**config.mk**
```make
export PLATFORM = sky130hd
export DESIGN_NAME = calendar_date_arithmetic_top
export DESIGN_NICKNAME = d
export VERILOG_FILES = /design/src/rtl/cdt_pkg.sv /design/src/rtl/cdt_alu.sv /design/src/rtl/cdt_seq.sv /design/src/rtl/calendar_date_arithmetic_top.sv
export VERILOG_INCLUDE_DIRS = /design/src /design/src/rtl
export SDC_FILE = /design/constraint.sdc
export NUM_CORES = 1
export LEC_CHECK = 0
export BUFFER_PORTS_ARGS = -buffer_cell sky130_fd_sc_hd__buf_4
export CORE_ASPECT_RATIO = 1.2
export CORE_MARGIN = 4
export CORE_UTILIZATION = 57
export CTS_BUF_LIST = sky130_fd_sc_hd__clkbuf_4
export CTS_CLUSTER_SIZE = 8
export DETAILED_ROUTE_END_ITERATION = 16
export GPL_ROUTABILITY_DRIVEN = 0
export PLACE_DENSITY = 0.78
export SLEW_MARGIN = 5
export SYNTH_ARGS = -nofsm -noshare
export SYNTH_HDL_FRONTEND = slang
export SYNTH_SLANG_ARGS = --single-unit
```
**constraint.sdc**
```tcl
create_clock -name clk -period 8.2 [get_ports clk]
set_input_delay 1.64 -clock clk [delete_from_list [all_inputs] [get_ports clk]]
set_output_delay 1.64 -clock clk [all_outputs]
set_load 0.05 [all_outputs]
```
**src/rtl/calendar_date_arithmetic_top_macros.svh**
```systemverilog
// Assertion macros for the calendar date arithmetic block.
// Used by calendar_date_arithmetic_top; expects clk and rst_n in scope.
`ifndef CALENDAR_DATE_ARITHMETIC_TOP_MACROS_SVH
`define CALENDAR_DATE_ARITHMETIC_TOP_MACROS_SVH

// Property that must hold at every clock edge out of reset.
`define CDT_CHECK(label, prop, msg) \
    label: assert property (@(posedge clk) disable iff (!rst_n) prop) else $error(msg);

// Condition that must be followed by a consequence in the next cycle.
`define CDT_CHECK_NEXT(label, ante, cons, msg) \
    label: assert property (@(posedge clk) disable iff (!rst_n) (ante) |=> (cons)) \
        else $error(msg);

`endif

```
**src/rtl/cdt_pkg.sv**
```systemverilog
// Package for the calendar date arithmetic block: types, calendar constants
// and month tables. No dependencies.
package cdt_pkg;

    // Field widths
    localparam int YEAR_BITS = 14;
    localparam int MON_BITS  = 4;
    localparam int DAY_BITS  = 5;
    localparam int ORD_BITS  = 22;
    localparam int STEP_BITS = 3;

    // Division of a year count by 100 through a reciprocal
    localparam int Q_BITS      = 8;
    localparam int R_BITS      = 7;
    localparam int RECIP_BITS  = 27;
    localparam int RECIP_100   = 5243;
    localparam int RECIP_SHIFT = 19;
    localparam int YEARS_CENT  = 100;
    localparam int LAST_R      = 99;

    // Calendar constants
    localparam int unsigned DAYS_400 = 146097;
    localparam int unsigned DAYS_100 = 36524;
    localparam int unsigned DAYS_4   = 1461;
    localparam int unsigned DAYS_1   = 365;
    localparam int unsigned LAST_ORD = 3652059;
    localparam int MAX_YEAR   = 9999;
    localparam int MONTHS     = 12;
    localparam int W_400      = 400;
    localparam int W_100      = 100;
    localparam int W_4        = 4;
    localparam int CENT_CAP   = 3;
    localparam int YEAR_CAP   = 3;
    localparam int QUAD_LAST  = 24;
    localparam int STEP_TOP   = 4;
    localparam int SAT_DAY    = 31;
    localparam int EXTRA_BITS = 12;
    localparam int DBM_BITS   = 9;

    localparam logic [DAY_BITS-1:0] DIM_COMMON [0:12] = '{
        5'd0, 5'd31, 5'd28, 5'd31, 5'd30, 5'd31, 5'd30,
        5'd31, 5'd31, 5'd30, 5'd31, 5'd30, 5'd31};
    localparam logic [DAY_BITS-1:0] DIM_LEAP [0:12] = '{
        5'd0, 5'd31, 5'd29, 5'd31, 5'd30, 5'd31, 5'd30,
        5'd31, 5'd31, 5'd30, 5'd31, 5'd30, 5'd31};
    // Days in a common year before the first of each month
    localparam logic [DBM_BITS-1:0] DBM_COMMON [0:12] = '{
        9'd0, 9'd0, 9'd31, 9'd59, 9'd90, 9'd120, 9'd151,
        9'd181, 9'd212, 9'd243, 9'd273, 9'd304, 9'd334};

    typedef enum logic {
        CMD_DIFF = 1'b0,
        CMD_ADD  = 1'b1
    } cdt_cmd_t;

    typedef enum logic [1:0] {
        STAT_OK       = 2'd0,
        STAT_BAD_DATE = 2'd1,
        STAT_ORDER    = 2'd2,
        STAT_OVERFLOW = 2'd3
    } cdt_status_t;

    typedef enum logic [3:0] {
        ST_IDLE,
        ST_DIV_Q,
        ST_DIV_R,
        ST_MUL,
        ST_ORD,
        ST_CMP,
        ST_SUM,
        ST_DEC,
        ST_OVF,
        ST_Q400,
        ST_Q100,
        ST_Q4,
        ST_Q1,
        ST_MON,
        ST_FIN
    } cdt_state_t;

    // Sequencer to datapath
    typedef struct packed {
        cdt_state_t             phase;
        logic [STEP_BITS-1:0]   step;
        logic                   second;
        logic                   busy;
    } cdt_ctrl_t;

    // Datapath to sequencer
    typedef struct packed {
        cdt_cmd_t cmd;
        logic     date_bad;
        logic     borrow;
        logic     cap_hit;
        logic     mon_last;
        logic     out_free;
    } cdt_stat_t;

    function automatic logic [DAY_BITS-1:0] month_len(input logic [MON_BITS-1:0] m,
                                                      input logic leap);
        logic [DAY_BITS-1:0] len;
        if (m == '0 || m > MON_BITS'(MONTHS))
            len = '0;
        else if (leap)
            len = DIM_LEAP[m];
        else
            len = DIM_COMMON[m];
        return len;
    endfunction

    function automatic logic [DBM_BITS-1:0] days_before_month(input logic [MON_BITS-1:0] m,
                                                              input logic leap);
        logic [DBM_BITS-1:0] n;
        if (m == '0 || m > MON_BITS'(MONTHS))
            n = '0;
        else
            n = DBM_COMMON[m] + DBM_BITS'(leap && (m > MON_BITS'(2)));
        return n;
    endfunction

endpackage

```
**src/rtl/cdt_alu.sv**
```systemverilog
// Shared add/subtract unit of the calendar date arithmetic block.
// Depends on nothing; width set by the instantiating module.
module cdt_alu #(
    parameter int WIDTH = 23
) (
    input  logic [WIDTH-1:0] op_a,
    input  logic [WIDTH-1:0] op_b,
    input  logic             do_sub,
    output logic [WIDTH-1:0] result,
    output logic             borrow
);

    logic [WIDTH:0] ext;

    // Add or subtract with one extra bit for the borrow
    always_comb
    begin
        if (do_sub)
            ext = {1'b0, op_a} - {1'b0, op_b};
        else
            ext = {1'b0, op_a} + {1'b0, op_b};
    end

    assign result = ext[WIDTH-1:0];
    assign borrow = do_sub & ext[WIDTH];

endmodule

```
**src/rtl/cdt_seq.sv**
```systemverilog
// Sequencer of the calendar date arithmetic block.
// Depends on cdt_pkg for the state, control and status types.
module cdt_seq (
    input  logic                clk,
    input  logic                rst_n,
    input  logic                req_valid,
    input  cdt_pkg::cdt_stat_t  stat,
    output cdt_pkg::cdt_ctrl_t  ctrl
);

    cdt_pkg::cdt_state_t                 state_reg, state_next;
    logic [cdt_pkg::STEP_BITS-1:0]       step_reg, step_next;
    logic                                second_reg, second_next;

    // Hold control state
    always_ff @(posedge clk or negedge rst_n)
    begin
        if (!rst_n)
        begin
            state_reg  <= cdt_pkg::ST_IDLE;
            step_reg   <= '0;
            second_reg <= 1'b0;
        end
        else
        begin
            state_reg  <= state_next;
            step_reg   <= step_next;
            second_reg <= second_next;
        end
    end

    // Advance through the steps of one request
    always_comb
    begin
        state_next  = state_reg;
        step_next   = step_reg;
        second_next = second_reg;
        unique case (state_reg)
            cdt_pkg::ST_IDLE:
            begin
                if (req_valid)
                begin
                    state_next  = cdt_pkg::ST_DIV_Q;
                    second_next = 1'b0;
                end
            end
            cdt_pkg::ST_DIV_Q: state_next = cdt_pkg::ST_DIV_R;
            cdt_pkg::ST_DIV_R:
            begin
                if (stat.date_bad)
                    state_next = cdt_pkg::ST_FIN;
                else
                    state_next = cdt_pkg::ST_MUL;
            end
            cdt_pkg::ST_MUL: state_next = cdt_pkg::ST_ORD;
            cdt_pkg::ST_ORD:
            begin
                if (stat.cmd == cdt_pkg::CMD_ADD)
                    state_next = cdt_pkg::ST_SUM;
                else if (second_reg)
                    state_next = cdt_pkg::ST_CMP;
                else
                begin
                    state_next  = cdt_pkg::ST_DIV_Q;
                    second_next = 1'b1;
                end
            end
            cdt_pkg::ST_CMP: state_next = cdt_pkg::ST_FIN;
            cdt_pkg::ST_SUM: state_next = cdt_pkg::ST_DEC;
            cdt_pkg::ST_DEC: state_next = cdt_pkg::ST_OVF;
            cdt_pkg::ST_OVF:
            begin
                if (!stat.borrow)
                    state_next = cdt_pkg::ST_FIN;
                else
                begin
                    state_next = cdt_pkg::ST_Q400;
                    step_next  = cdt_pkg::STEP_BITS'(cdt_pkg::STEP_TOP);
                end
            end
            cdt_pkg::ST_Q400:
            begin
                if (step_reg == '0)
                    state_next = cdt_pkg::ST_Q100;
                else
                    step_next = step_reg - 1'b1;
            end
            cdt_pkg::ST_Q100:
            begin
                if (stat.borrow || stat.cap_hit)
                begin
                    state_next = cdt_pkg::ST_Q4;
                    step_next  = cdt_pkg::STEP_BITS'(cdt_pkg::STEP_TOP);
                end
            end
            cdt_pkg::ST_Q4:
            begin
                if (step_reg == '0)
                    state_next = cdt_pkg::ST_Q1;
                else
                    step_next = step_reg - 1'b1;
            end
            cdt_pkg::ST_Q1:
            begin
                if (stat.borrow || stat.cap_hit)
                    state_next = cdt_pkg::ST_MON;
            end
            cdt_pkg::ST_MON:
            begin
                if (stat.borrow || stat.mon_last)
                    state_next = cdt_pkg::ST_FIN;
            end
            cdt_pkg::ST_FIN:
            begin
                if (stat.out_free)
                    state_next = cdt_pkg::ST_IDLE;
            end
            default: state_next = cdt_pkg::ST_IDLE;
        endcase
    end

    // Drive the control group
    always_comb
    begin
        ctrl.phase  = state_reg;
        ctrl.step   = step_reg;
        ctrl.second = second_reg;
        ctrl.busy   = (state_reg != cdt_pkg::ST_IDLE);
    end

endmodule

```
**src/rtl/calendar_date_arithmetic_top.sv**
```systemverilog
// Top level of the calendar date arithmetic block: request capture, datapath
// registers, result register. Depends on cdt_pkg, cdt_alu, cdt_seq, macro header.
//
//  channel | handshake            | payload
//  --------+----------------------+------------------------------------------------
//  request | req_valid, req_stall | cmd, first_*, second_*, add_count
//  result  | res_valid, res_stall | status, diff_days, new_day, new_month, new_year
//
// One request at a time; req_stall is high from acceptance until the result
// is written into the result register. An invalid date ends a request early. Days
// between dates turns both dates into ordinals and compares them; adding days adds
// add_count to the first ordinal, checks overflow, then runs the year search and
// the month walk, the month walk being the longest loop. A waiting result does not
// block acceptance of the next request; that request holds in its final step until
// the result register frees. Reset clears the sequencer and the result valid flag.
`include "calendar_date_arithmetic_top_macros.svh"

module calendar_date_arithmetic_top #(
    parameter int ADD_COUNT_BITS = 20
) (
    input  logic                          clk,
    input  logic                          rst_n,
    input  logic                          req_valid,
    output logic                          req_stall,
    input  logic                          cmd,
    input  logic [cdt_pkg::DAY_BITS-1:0]  first_day,
    input  logic [cdt_pkg::MON_BITS-1:0]  first_month,
    input  logic [cdt_pkg::YEAR_BITS-1:0] first_year,
    input  logic [cdt_pkg::DAY_BITS-1:0]  second_day,
    input  logic [cdt_pkg::MON_BITS-1:0]  second_month,
    input  logic [cdt_pkg::YEAR_BITS-1:0] second_year,
    input  logic [ADD_COUNT_BITS-1:0]     add_count,
    output logic                          res_valid,
    input  logic                          res_stall,
    output logic [1:0]                    status,
    output logic [cdt_pkg::ORD_BITS-1:0]  diff_days,
    output logic [cdt_pkg::DAY_BITS-1:0]  new_day,
    output logic [cdt_pkg::MON_BITS-1:0]  new_month,
    output logic [cdt_pkg::YEAR_BITS-1:0] new_year
);

    localparam int ACC_BITS =
        ((ADD_COUNT_BITS > cdt_pkg::ORD_BITS) ? ADD_COUNT_BITS : cdt_pkg::ORD_BITS) + 1;
    localparam int YB = cdt_pkg::YEAR_BITS;
    localparam int MB = cdt_pkg::MON_BITS;
    localparam int DB = cdt_pkg::DAY_BITS;

    cdt_pkg::cdt_ctrl_t ctrl;
    cdt_pkg::cdt_stat_t stat;

    // Captured request
    cdt_pkg::cdt_cmd_t        cmd_reg;
    logic [DB-1:0]            d1_reg, d2_reg;
    logic [MB-1:0]            m1_reg, m2_reg;
    logic [YB-1:0]            y1_reg, y2_reg;
    logic [ADD_COUNT_BITS-1:0] cnt_reg;

    // Working registers
    cdt_pkg::cdt_status_t             st_reg;
    logic [cdt_pkg::Q_BITS-1:0]       q_reg;
    logic [cdt_pkg::R_BITS-1:0]       r_reg;
    logic                             leap_reg;
    logic [ACC_BITS-1:0]              acc_reg;
    logic [cdt_pkg::ORD_BITS-1:0]     o1_reg, o2_reg;
    logic [YB-1:0]                    year_reg;
    logic [1:0]                       n100_reg, n1_reg;
    logic [4:0]                       n4_reg;
    logic [MB-1:0]                    mon_reg;

    // Result register
    logic                             res_valid_reg, res_valid_next;
    cdt_pkg::cdt_status_t             status_reg;
    logic [cdt_pkg::ORD_BITS-1:0]     diff_reg;
    logic [DB-1:0]                    nd_reg;
    logic [MB-1:0]                    nm_reg;
    logic [YB-1:0]                    ny_reg;

    // Combinational datapath
    logic [DB-1:0]                    cur_d;
    logic [MB-1:0]                    cur_m;
    logic [YB-1:0]                    cur_y;
    logic [YB-1:0]                    p;
    logic [cdt_pkg::RECIP_BITS-1:0]   q_prod;
    logic [YB-1:0]                    r_full;
    logic [cdt_pkg::R_BITS-1:0]       r_cur;
    logic [cdt_pkg::R_BITS-1:0]       r_plus1;
    logic [cdt_pkg::Q_BITS-1:0]       q_plus1;
    logic                             leap_cur;
    logic                             date_ok;
    logic [cdt_pkg::EXTRA_BITS-1:0]   extra;
    logic                             leap_res;
    logic [ACC_BITS-1:0]              alu_a, alu_b, alu_res;
    logic                             alu_sub, alu_borrow;
    logic                             accept, out_free;

    assign accept    = req_valid && !ctrl.busy;
    assign req_stall = ctrl.busy;
    assign out_free  = !res_valid_reg || !res_stall;

    cdt_seq u_seq (
        .clk       (clk),
        .rst_n     (rst_n),
        .req_valid (req_valid),
        .stat      (stat),
        .ctrl      (ctrl)
    );

    cdt_alu #(.WIDTH(ACC_BITS)) u_alu (
        .op_a   (alu_a),
        .op_b   (alu_b),
        .do_sub (alu_sub),
        .result (alu_res),
        .borrow (alu_borrow)
    );

    // Select the date being worked on
    always_comb
    begin
        if (ctrl.second)
        begin
            cur_d = d2_reg;
            cur_m = m2_reg;
            cur_y = y2_reg;
        end
        else
        begin
            cur_d = d1_reg;
            cur_m = m1_reg;
            cur_y = y1_reg;
        end
    end

    // Split the elapsed years into centuries and remainder
    assign p       = cur_y - YB'(1);
    assign q_prod  = cdt_pkg::RECIP_BITS'(p) * cdt_pkg::RECIP_BITS'(cdt_pkg::RECIP_100);
    assign r_full  = p - YB'(YB'(q_reg) * YB'(cdt_pkg::YEARS_CENT));
    assign r_cur   = r_full[cdt_pkg::R_BITS-1:0];
    assign r_plus1 = r_cur + 1'b1;
    assign q_plus1 = q_reg + 1'b1;

    // Leap test of the year itself, from the split of the year before it
    always_comb
    begin
        if (r_cur == cdt_pkg::R_BITS'(cdt_pkg::LAST_R))
            leap_cur = (q_plus1[1:0] == 2'b00);
        else
            leap_cur = (r_plus1[1:0] == 2'b00);
    end

    assign date_ok = (cur_y != '0) && (cur_y <= YB'(cdt_pkg::MAX_YEAR))
                  && (cur_m != '0) && (cur_m <= MB'(cdt_pkg::MONTHS))
                  && (cur_d != '0) && (cur_d <= cdt_pkg::month_len(cur_m, leap_cur));

    // Leap days, day of month and month offset added to 365 days a year
    assign extra = cdt_pkg::EXTRA_BITS'(q_reg) * cdt_pkg::EXTRA_BITS'(24)
                 + cdt_pkg::EXTRA_BITS'(r_reg[cdt_pkg::R_BITS-1:2])
                 + cdt_pkg::EXTRA_BITS'(q_reg[cdt_pkg::Q_BITS-1:2])
                 + cdt_pkg::EXTRA_BITS'(cur_d)
                 + cdt_pkg::EXTRA_BITS'(cdt_pkg::days_before_month(cur_m, leap_reg));

    assign leap_res = (n1_reg == 2'(cdt_pkg::YEAR_CAP))
                   && ((n4_reg != 5'(cdt_pkg::QUAD_LAST)) || (n100_reg == 2'(cdt_pkg::CENT_CAP)));

    // Feed the shared unit
    always_comb
    begin
        alu_a   = acc_reg;
        alu_b   = '0;
        alu_sub = 1'b1;
        unique case (ctrl.phase)
            cdt_pkg::ST_ORD:
            begin
                alu_b   = ACC_BITS'(extra);
                alu_sub = 1'b0;
            end
            cdt_pkg::ST_CMP:
            begin
                alu_a = ACC_BITS'(o1_reg);
                alu_b = ACC_BITS'(o2_reg);
            end
            cdt_pkg::ST_SUM:
            begin
                alu_a   = ACC_BITS'(o1_reg);
                alu_b   = ACC_BITS'(cnt_reg);
                alu_sub = 1'b0;
            end
            cdt_pkg::ST_DEC:  alu_b = ACC_BITS'(1);
            cdt_pkg::ST_OVF:  alu_b = ACC_BITS'(cdt_pkg::LAST_ORD);
            cdt_pkg::ST_Q400: alu_b = ACC_BITS'(cdt_pkg::DAYS_400) << ctrl.step;
            cdt_pkg::ST_Q100: alu_b = ACC_BITS'(cdt_pkg::DAYS_100);
            cdt_pkg::ST_Q4:   alu_b = ACC_BITS'(cdt_pkg::DAYS_4) << ctrl.step;
            cdt_pkg::ST_Q1:   alu_b = ACC_BITS'(cdt_pkg::DAYS_1);
            cdt_pkg::ST_MON:  alu_b = ACC_BITS'(cdt_pkg::month_len(mon_reg, leap_res));
            cdt_pkg::ST_IDLE, cdt_pkg::ST_DIV_Q, cdt_pkg::ST_DIV_R, cdt_pkg::ST_MUL,
            cdt_pkg::ST_FIN:
            begin
                alu_sub = 1'b0;
            end
            default: alu_sub = 1'b0;
        endcase
    end

    // Status back to the sequencer
    always_comb
    begin
        stat.cmd      = cmd_reg;
        stat.date_bad = !date_ok;
        stat.borrow   = alu_borrow;
        if (ctrl.phase == cdt_pkg::ST_Q100)
            stat.cap_hit = (n100_reg == 2'(cdt_pkg::CENT_CAP));
        else
            stat.cap_hit = (n1_reg == 2'(cdt_pkg::YEAR_CAP));
        stat.mon_last = (mon_reg == MB'(cdt_pkg::MONTHS));
        stat.out_free = out_free;
    end

    // Update the working registers one step at a time
    always_ff @(posedge clk)
    begin
        unique case (ctrl.phase)
            cdt_pkg::ST_IDLE:
            begin
                if (accept)
                begin
                    cmd_reg <= cdt_pkg::cdt_cmd_t'(cmd);
                    d1_reg  <= first_day;
                    m1_reg  <= first_month;
                    y1_reg  <= first_year;
                    d2_reg  <= second_day;
                    m2_reg  <= second_month;
                    y2_reg  <= second_year;
                    cnt_reg <= add_count;
                    st_reg  <= cdt_pkg::STAT_OK;
                end
            end
            cdt_pkg::ST_DIV_Q:
            begin
                q_reg <= q_prod[cdt_pkg::RECIP_SHIFT +: cdt_pkg::Q_BITS];
            end
            cdt_pkg::ST_DIV_R:
            begin
                r_reg    <= r_cur;
                leap_reg <= leap_cur;
                if (!date_ok)
                    st_reg <= cdt_pkg::STAT_BAD_DATE;
            end
            cdt_pkg::ST_MUL:
            begin
                acc_reg <= ACC_BITS'(p) * ACC_BITS'(cdt_pkg::DAYS_1);
            end
            cdt_pkg::ST_ORD:
            begin
                acc_reg <= alu_res;
                if (ctrl.second)
                    o2_reg <= alu_res[cdt_pkg::ORD_BITS-1:0];
                else
                    o1_reg <= alu_res[cdt_pkg::ORD_BITS-1:0];
            end
            cdt_pkg::ST_CMP:
            begin
                if (alu_borrow)
                    st_reg <= cdt_pkg::STAT_ORDER;
                else
                    acc_reg <= alu_res;
            end
            cdt_pkg::ST_SUM, cdt_pkg::ST_DEC:
            begin
                acc_reg <= alu_res;
            end
            cdt_pkg::ST_OVF:
            begin
                if (!alu_borrow)
                    st_reg <= cdt_pkg::STAT_OVERFLOW;
                year_reg <= YB'(1);
                n100_reg <= '0;
                n4_reg   <= '0;
                n1_reg   <= '0;
                mon_reg  <= MB'(1);
            end
            cdt_pkg::ST_Q400:
            begin
                if (!alu_borrow)
                begin
                    acc_reg  <= alu_res;
                    year_reg <= year_reg + (YB'(cdt_pkg::W_400) << ctrl.step);
                end
            end
            cdt_pkg::ST_Q100:
            begin
                if (!alu_borrow && !stat.cap_hit)
                begin
                    acc_reg  <= alu_res;
                    n100_reg <= n100_reg + 1'b1;
                    year_reg <= year_reg + YB'(cdt_pkg::W_100);
                end
            end
            cdt_pkg::ST_Q4:
            begin
                if (!alu_borrow)
                begin
                    acc_reg  <= alu_res;
                    n4_reg   <= n4_reg | (5'(1) << ctrl.step);
                    year_reg <= year_reg + (YB'(cdt_pkg::W_4) << ctrl.step);
                end
            end
            cdt_pkg::ST_Q1:
            begin
                if (!alu_borrow && !stat.cap_hit)
                begin
                    acc_reg  <= alu_res;
                    n1_reg   <= n1_reg + 1'b1;
                    year_reg <= year_reg + YB'(1);
                end
            end
            cdt_pkg::ST_MON:
            begin
                if (!alu_borrow && !stat.mon_last)
                begin
                    acc_reg <= alu_res;
                    mon_reg <= mon_reg + 1'b1;
                end
            end
            cdt_pkg::ST_FIN:
            begin
                acc_reg <= acc_reg;
            end
            default:
            begin
                acc_reg <= acc_reg;
            end
        endcase
    end

    // Result valid: set when a finished request lands, drop when taken
    always_comb
    begin
        res_valid_next = res_valid_reg;
        if (ctrl.phase == cdt_pkg::ST_FIN && out_free)
            res_valid_next = 1'b1;
        else if (res_valid_reg && !res_stall)
            res_valid_next = 1'b0;
    end

    always_ff @(posedge clk or negedge rst_n)
    begin
        if (!rst_n)
            res_valid_reg <= 1'b0;
        else
            res_valid_reg <= res_valid_next;
    end

    // Load the result payload, each field once per status
    always_ff @(posedge clk)
    begin
        if (ctrl.phase == cdt_pkg::ST_FIN && out_free)
        begin
            status_reg <= st_reg;
            unique case (st_reg)
                cdt_pkg::STAT_OK:
                begin
                    if (cmd_reg == cdt_pkg::CMD_ADD)
                    begin
                        diff_reg <= '0;
                        nd_reg   <= acc_reg[DB-1:0] + DB'(1);
                        nm_reg   <= mon_reg;
                        ny_reg   <= year_reg;
                    end
                    else
                    begin
                        diff_reg <= acc_reg[cdt_pkg::ORD_BITS-1:0];
                        nd_reg   <= '0;
                        nm_reg   <= '0;
                        ny_reg   <= '0;
                    end
                end
                cdt_pkg::STAT_OVERFLOW:
                begin
                    diff_reg <= '0;
                    nd_reg   <= DB'(cdt_pkg::SAT_DAY);
                    nm_reg   <= MB'(cdt_pkg::MONTHS);
                    ny_reg   <= YB'(cdt_pkg::MAX_YEAR);
                end
                cdt_pkg::STAT_BAD_DATE, cdt_pkg::STAT_ORDER:
                begin
                    diff_reg <= '0;
                    nd_reg   <= '0;
                    nm_reg   <= '0;
                    ny_reg   <= '0;
                end
            endcase
        end
    end

    assign res_valid = res_valid_reg;
    assign status    = status_reg;
    assign diff_days = diff_reg;
    assign new_day   = nd_reg;
    assign new_month = nm_reg;
    assign new_year  = ny_reg;

    // Checks
    `CDT_CHECK_NEXT(a_accept_starts, req_valid && !req_stall,
                    ctrl.phase == cdt_pkg::ST_DIV_Q && !ctrl.second,
                    "accepted request did not start the first date")
    `CDT_CHECK(a_month_range, (ctrl.phase == cdt_pkg::ST_MON)
               |-> (mon_reg != '0 && mon_reg <= MB'(cdt_pkg::MONTHS)),
               "month walk left 1..12")
    `CDT_CHECK(a_year_range, (ctrl.phase == cdt_pkg::ST_MON)
               |-> (year_reg != '0 && year_reg <= YB'(cdt_pkg::MAX_YEAR)),
               "year search left 1..9999")
    `CDT_CHECK(a_error_zero, (res_valid && (status == cdt_pkg::STAT_BAD_DATE
               || status == cdt_pkg::STAT_ORDER)) |-> (diff_days == '0 && new_day == '0
               && new_month == '0 && new_year == '0),
               "error result carries nonzero fields")
    `CDT_CHECK_NEXT(a_fin_loads, ctrl.phase == cdt_pkg::ST_FIN && out_free,
                    res_valid && ctrl.phase == cdt_pkg::ST_IDLE,
                    "finished request not handed to result register")

endmodule

```
==> results of run 1 <==
## layout make-up
cell class,instances,area (um2),area share [%]
Multi-Input combinational cell,1381,12140,54.02
Sequential cell,233,6953,30.95
Timing Repair Buffer,167,1261,5.613
Inverter,207,777.0,3.458
Clock buffer,84,630.6,2.807
Tap cell,456,570.5,2.539
Clock inverter,20,135.1,0.6014
Antenna cell,1,2.502,0.01114
## cells in the final DEF, fill, tap and decap left out, types with 12 or more instances in the layout
cell type  netlist  final
a21o_1          21     21
nand2_1        110    110
a31oi_1         18     16
fa_1           120    119
o21ai_0         72     68
clkbuf_4         0     84
nor2_1         115    113
buf_4            3    165
inv_1          204    204
ha_1           235    231
and2_1          38     37
clkinv_1         1     12
xor2_1          47     46
mux2_2          41     41
xnor2_1         73     73
o21a_1          12     12
o22ai_1         12     12
nor2b_1         21     21
mux2i_1         29     27
a21oi_1        120    116
nand3_1         29     29
nor3_1          32     29
nand2b_1        34     34
edfxtp_1       224    224
## metal layers
layer  share of wire, %  up-vias
li1                   -     7039
met4                5.9        0
met3                6.6      181
met1                 37     7203
met5                  0        -
met2                 51      664
## cell usage after synthesis (12+ instances only)
library cell	number
buf_2	14
nor3_1	32
edfxtp_1	224
clkbuf_1	27
o22ai_1	12
mux2_2	41
o21a_1	12
a21o_1	21
xnor2_1	73
a211oi_1	14
nand3_1	29
nor2b_1	21
a21oi_1	120
mux2i_1	29
a31oi_1	18
ha_1	235
and2_1	38
inv_1	204
nor2_1	115
nand2_1	110
nand2b_1	34
xor2_1	47
and3_1	15
fa_1	120
o21ai_0	72
## kinds of logic (layout without fill, tap and decap cells)
| kind of cell | count (synthesis) | count (layout) | synth area share, % |
|---|---|---|---|
| adder cells (fa/ha/maj) | 355 | 355 | 26.68 |
| AO/OA/AOI/OAI | 375 | 375 | 11.97 |
| other | 0 | 1 | 0 |
| flip-flops | 233 | 233 | 34.72 |
| buffers and inverters | 265 | 478 | 5.449 |
| AND/OR/NAND/NOR | 457 | 457 | 11.83 |
| multiplexers | 73 | 73 | 3.993 |
| XOR/XNOR | 121 | 121 | 5.361 |
## worst paths after layout
path	endpoint	slack, ns
min in group asynchronous	u_seq.state_reg[0]	0.74
worst min register to register	status[0]	0.55
max in group asynchronous	u_seq.second_reg	7.27
worst max-delay path	acc_reg[18]	0.26
worst min-delay path	status[0]	0.55
worst max register to register	acc_reg[18]	0.26
## stage by stage
| step | hold WS [ns] | setup WS, ns | cell area, um2 | utilization, % | instances |
|---|---|---|---|---|---|
| final | 0.5513 | 0.2569 | 22470 | 65.41 | 2549 |
| after global routing | 0.5615 | -0.1566 | 22470 | 65.41 | 2549 |
| after CTS | 0.5416 | 0.04145 | 22240 | 64.74 | 2536 |
| after detailed placement | 0.5313 | 0.04514 | 21470 | 62.49 | 2432 |
| after global placement | 0.5364 | 0.3571 | 21470 | 62.49 | 2432 |
| after floorplan | 0.4755 | 0.06177 | 20030 | - | 1879 |
## worst max-delay path, delay by kind of cell, from the launching register on
family                     cells  cell delay, ns
DFF                            1            0.46
xor gates and xnor gates       3            0.46
AOI/OAI and AO/OA              7            1.62
muxes                          3            0.65
adders and majority gates      8            2.39
and+or+nand+nor                9            1.71
buffers and inverters          3            0.40
## what timing repair did
item / CTS / global route
hold endpoints to repair: 0 / 0
pin swaps: 0 / 8
buffers inserted: 0 / 11
setup endpoints to repair: 2 / 82
cloned: 0 / 1
resized for setup: 1 / 34
==> results by group, run 1 <==
Clocking
  – # hold bufs at CTS: 0
  – CTS Root Cell: clkbuf_4
  – CTS tree: built
  – H-tree levels: 2
  – Skew-Pair Late Insertion Delay: 0.74 ns
  – Clock Sink Count: 233
  – Clock Path Buffers: 3
  – CTS buffer count: 57
  – Clk pin slew, worst setup/hold paths: 0.08 ns

Routing
  – Wire length per cell: 19.48 um
  – Post-Route WL: 49660 um
  – Via count: 15090
  – Starting DRT DRC Count: 1160
  – Drt drc: 0
  – Drt pass-1 iters: 6
  – Final ANT Viol Nets: 0
  – Via-to-Cell Ratio: 5.919

Die
  – Die area: 38210 um2
  – Starting Density: 58.29%
  – Die width: 179.1 um
  – Core area: 34350 um2
  – Die Height: 213.3 um
  – Io pins: 120
  – Placement Rows: 74

STA
  – Max Fclk: 125.9 MHz
  – TNS Setup: 0 ns
  – Fraction of the cycle the final worst path needs: 96.87%
  – Final Hold Fails: 0
  – Final min period: 7.943 ns
  – Clock skew: 0.03967 ns
  – Count of pins over their slew limit: 0
  – Worst-Margin Slew: 1.228 ns
  – Slew headroom: 18.06%
  – Endpoints failing setup: 0

Critical path
  – CP startpoint: u_seq.second_reg
  – Largest stage delay, worst path: 0.49 ns
  – R2R Path Start: u_seq.second_reg
  – Worst Setup Path Type: flip-flop to flip-flop
  – Worst setup SP type: flip-flop
  – Crit-path max FO: 6
  – WP data required: 8.66 ns
  – CP max stage cell: fa_1
  – CP arrival: 8.41 ns
  – CP most frequent cell: ha_1
  – Endpoint type of the worst setup path: flip-flop
  – Reg2Reg Depth: 33

GRT
  – Initial antenna violation count: 1
  – Met2 Usage GRT: 46.39%
  – GRT met3 Usage: 3.577%
  – First-pass GRT wire length: 78360 um
  – Number of global-route vias before repair: 15290
  – Global route overflow: 0
  – Largest net degree at the start of global routing: 63
  – Busiest metal layer after global routing: met2
  – All-Layer GR Usage: 26.01%
  – GR Util met1: 30.14%

Synth
  – Post-synth EDFFs: 224
  – Synth area leaders: edfxtp_1 (34%), ha_1 (15%), fa_1 (12%)
  – Post-synth top flop: edfxtp_1
  – Post-synth top area share: 33.59%
  – Synth Area per Inst: 10.66 um2
  – Post-synth top area cell: edfxtp_1
  – Synth warnings: 0
  – Syn Inst Count: 1879
  – Netlist Area Pre-Place: 20020 um2
  – Post-synthesis register bit count: 233
  – Seq/Total Area, Yosys: 34.72%
  – Share of synthesized flip-flops with an asynchronous set or reset: 3.863%
  – Synth cell types: 96
  – Synthesized Nets: 2305

Placed design
  – Port bufs: 119
  – Post-DP HPWL: 39000 um

Cells and area
  – Fillers: 2620
  – Layout area overhead: 12.20%
  – Final net count: 2473
  – Largest register FFs: 23
  – Layout cells sized above 1: 17.30%

Run status
  – Status: finished, final reports clean

Worst hold path
  – Hold WC Path Type: flip-flop to flip-flop
  – Hold Path Origin: st_reg[0]
  – WHS Path Cells: 0

Flow run
  – Max cap viols: 0
Power of run 1 is not shown: default switching activity piles up to over one toggle a cycle in this logic, so the estimate is an artifact.
==> run 2: changes to the inputs <==
- RECOVER_POWER: unset -> 50
==> run 2 against run 1 <==
The run now ends with capacitance limit, slew limit left. Non-clock buffer count unchanged. Via count down 0.18%. First-iteration DRC count up 4.9%. Sequential cell count unchanged. Clock-buffer cell count unchanged. Register-to-register slack better by 0.03 ns. Sequential share of layout area up 0.073 points. Global-route usage unchanged. Critical path type unchanged. Final cell count unchanged. Die area unchanged. Setup slack better by 0.029 ns.
==> results by group, run 2 (synthesis gave the netlist of run 1 again) <==
Run status
  – Status: complete, but fails checks
  – Failing checks: capacitance limit, slew limit

Die
  – Core area: 34350 um2 (unchanged)
  – Io pins: 120 (unchanged)
  – Die width: 179.1 um (unchanged)
  – Die Height: 213.3 um (unchanged)
  – Die area: 38210 um2 (unchanged)
  – Placement Rows: 74 (unchanged)
  – Starting Density: 58.29% (unchanged)

Cells and area
  – Final net count: 2473 (unchanged)
  – Layout area overhead: 11.94%
  – Layout cells sized above 1: 16.59% (-0.72 points)
  – Commonest non-fill, non-tap cell in the layout: ha_1
  – Largest register FFs: 23 (unchanged)
  – Final Non-Filler Cells: 2549 (unchanged)
  – Most frequent cells in the layout: ha_1 (231), edfxtp_1 (224), inv_1 (205), clkbuf_4 (149), fa_1 (119)
  – Fin util: 65.25% (-0.15 points)

Clocking
  – H-tree levels: 2 (unchanged)
  – Clock Sink Count: 233 (unchanged)
  – CTS buffer count: 57 (unchanged)
  – CTS Root Cell: clkbuf_4
  – CTS tree: built
  – Clock Path Buffers: 3 (unchanged)
  – Skew-Pair Late Insertion Delay: 0.74 ns (about the same)
  – Clk pin slew, worst setup/hold paths: 0.08 ns (about the same)
  – # hold bufs at CTS: 0 (unchanged)

Critical path
  – CP max stage cell: fa_1
  – CP arrival: 8.38 ns (-0.03 ns)
  – CP most frequent cell: ha_1
  – Worst Setup Path Type: flip-flop to flip-flop
  – WP data required: 8.66 ns (about the same)
  – Crit-path max FO: 6 (unchanged)
  – Worst setup SP type: flip-flop
  – Endpoint type of the worst setup path: flip-flop
  – Largest stage delay, worst path: 0.49 ns (about the same)

GRT
  – Initial antenna violation count: 1 (unchanged)
  – First-pass GRT wire length: 78360 um (unchanged)
  – Largest net degree at the start of global routing: 63 (unchanged)
  – Global route overflow: 0 (unchanged)
  – All-Layer GR Usage: 26.01% (unchanged)
  – Number of global-route vias before repair: 15290 (unchanged)

STA
  – Slew headroom: -105.5% (-120 points)
  – Hold Slack: 0.5518 ns (+0.0004880 ns)
  – Final Hold Fails: 0 (unchanged)
  – Count of pins over their slew limit: 134 (+134)
  – Fraction of the cycle the final worst path needs: 96.51% (-0.35 points)
  – Endpoints failing setup: 0 (unchanged)
  – Final min period: 7.914 ns (-0.02886 ns)
  – Max Fclk: 126.4 MHz (+0.36%)
  – Clock skew: 0.04499 ns (+0.005325 ns)
  – Worst-Margin Slew: 3.083 ns (+1.855 ns)

Routing
  – Via count: 15060 (-0.18%)
  – Drt pass-1 iters: 8 (+2)
  – Post-Route WL: 49490 um (-0.34%)
  – Final ANT Viol Nets: 0 (unchanged)
  – Wire length per cell: 19.42 um (-0.34%)
  – Starting DRT DRC Count: 1217 (+4.9%)
  – Drt drc: 0 (unchanged)
  – Via-to-Cell Ratio: 5.908 (-0.18%)

Placed design
  – Port bufs: 119 (unchanged)
  – Dpl cells: 2432 (unchanged)
  – Post-DP HPWL: 39000 um (unchanged)

Flow run
  – Max cap viols: 3 (+3)

Worst hold path
  – Hold WC Path Type: flip-flop to flip-flop
run 2: cell count changes in the layout (fill, tap and decap cells not counted), sizes merged:
cell | previous run | this run
clkbuf | 84 | 158
buf | 167 | 93
run 2: layout make-up:
| type | count | area (um2) |
|---|---|---|
| inverter | 207 | 777.0 |
| clock buffer | 84 | 630.6 |
| sequential | 233 | 6953 |
| tap | 456 | 570.5 |
| clock inverter | 20 | 135.1 |
| timing repair buffer | 167 | 1227 |
| fill | 2629 | 11940 |
| antenna | 1 | 2.502 |
| multi-input combinational | 1381 | 12120 |
run 2: path summary, 6_finish.rpt:
path | from | to | slack [ns] | cells past startpoint
max in group asynchronous | rst_n | u_seq.second_reg | 6.79 | 1
max reg2reg | u_seq.second_reg | acc_reg[18] | 0.29 | 33
min | st_reg[0] | status[0] | 0.55 | 0
max | u_seq.second_reg | acc_reg[18] | 0.29 | 33
min in group asynchronous | rst_n | u_seq.state_reg[0] | 0.92 | 1
min reg2reg | st_reg[0] | status[0] | 0.55 | 0
run 2: per-stage QoR:
step | worst slack [ns] | TNS, ns | cell area (um2)
after floorplan | 0.06177 | 0 | 20030
after detailed placement | 0.04514 | 0 | 21470
after CTS | 0.04145 | 0 | 22240
after global routing | -0.1567 | -1.531 | 22420
after global placement | 0.3571 | 0 | 21470
final | 0.2858 | 0 | 22420
run 2: timing repair:
| item | in CTS | in global routing |
|---|---|---|
| resized for setup | 1 | 34 |
| pin swaps | 0 | 8 |
| gates cloned | 0 | 1 |
| endpoints found under the setup margin | 2 | 82 |
| buffers inserted | 0 | 11 |
run 2: layer usage:
layer / part of all wire [%] / track usage, % / vias to the layer above
met3: 6.5 / 3.577 / 185
met4: 6.0 / 14.35 / 0
met5: 0 / 0 / -
li1: - / - / 7031
met1: 36 / 30.14 / 7210
met2: 51 / 46.39 / 634
run 2: worst max-delay path: cells and delay by family (launching register included):
kind / cells / cell delay, ns
fa+ha+maj: 8 / 2.40
simple gates: 9 / 1.71
compound gates: 7 / 1.59
mux: 3 / 0.64
flops: 1 / 0.46
xor+xnor: 3 / 0.46
buf+inv: 3 / 0.40
Power of run 2 is left out for the same reason.
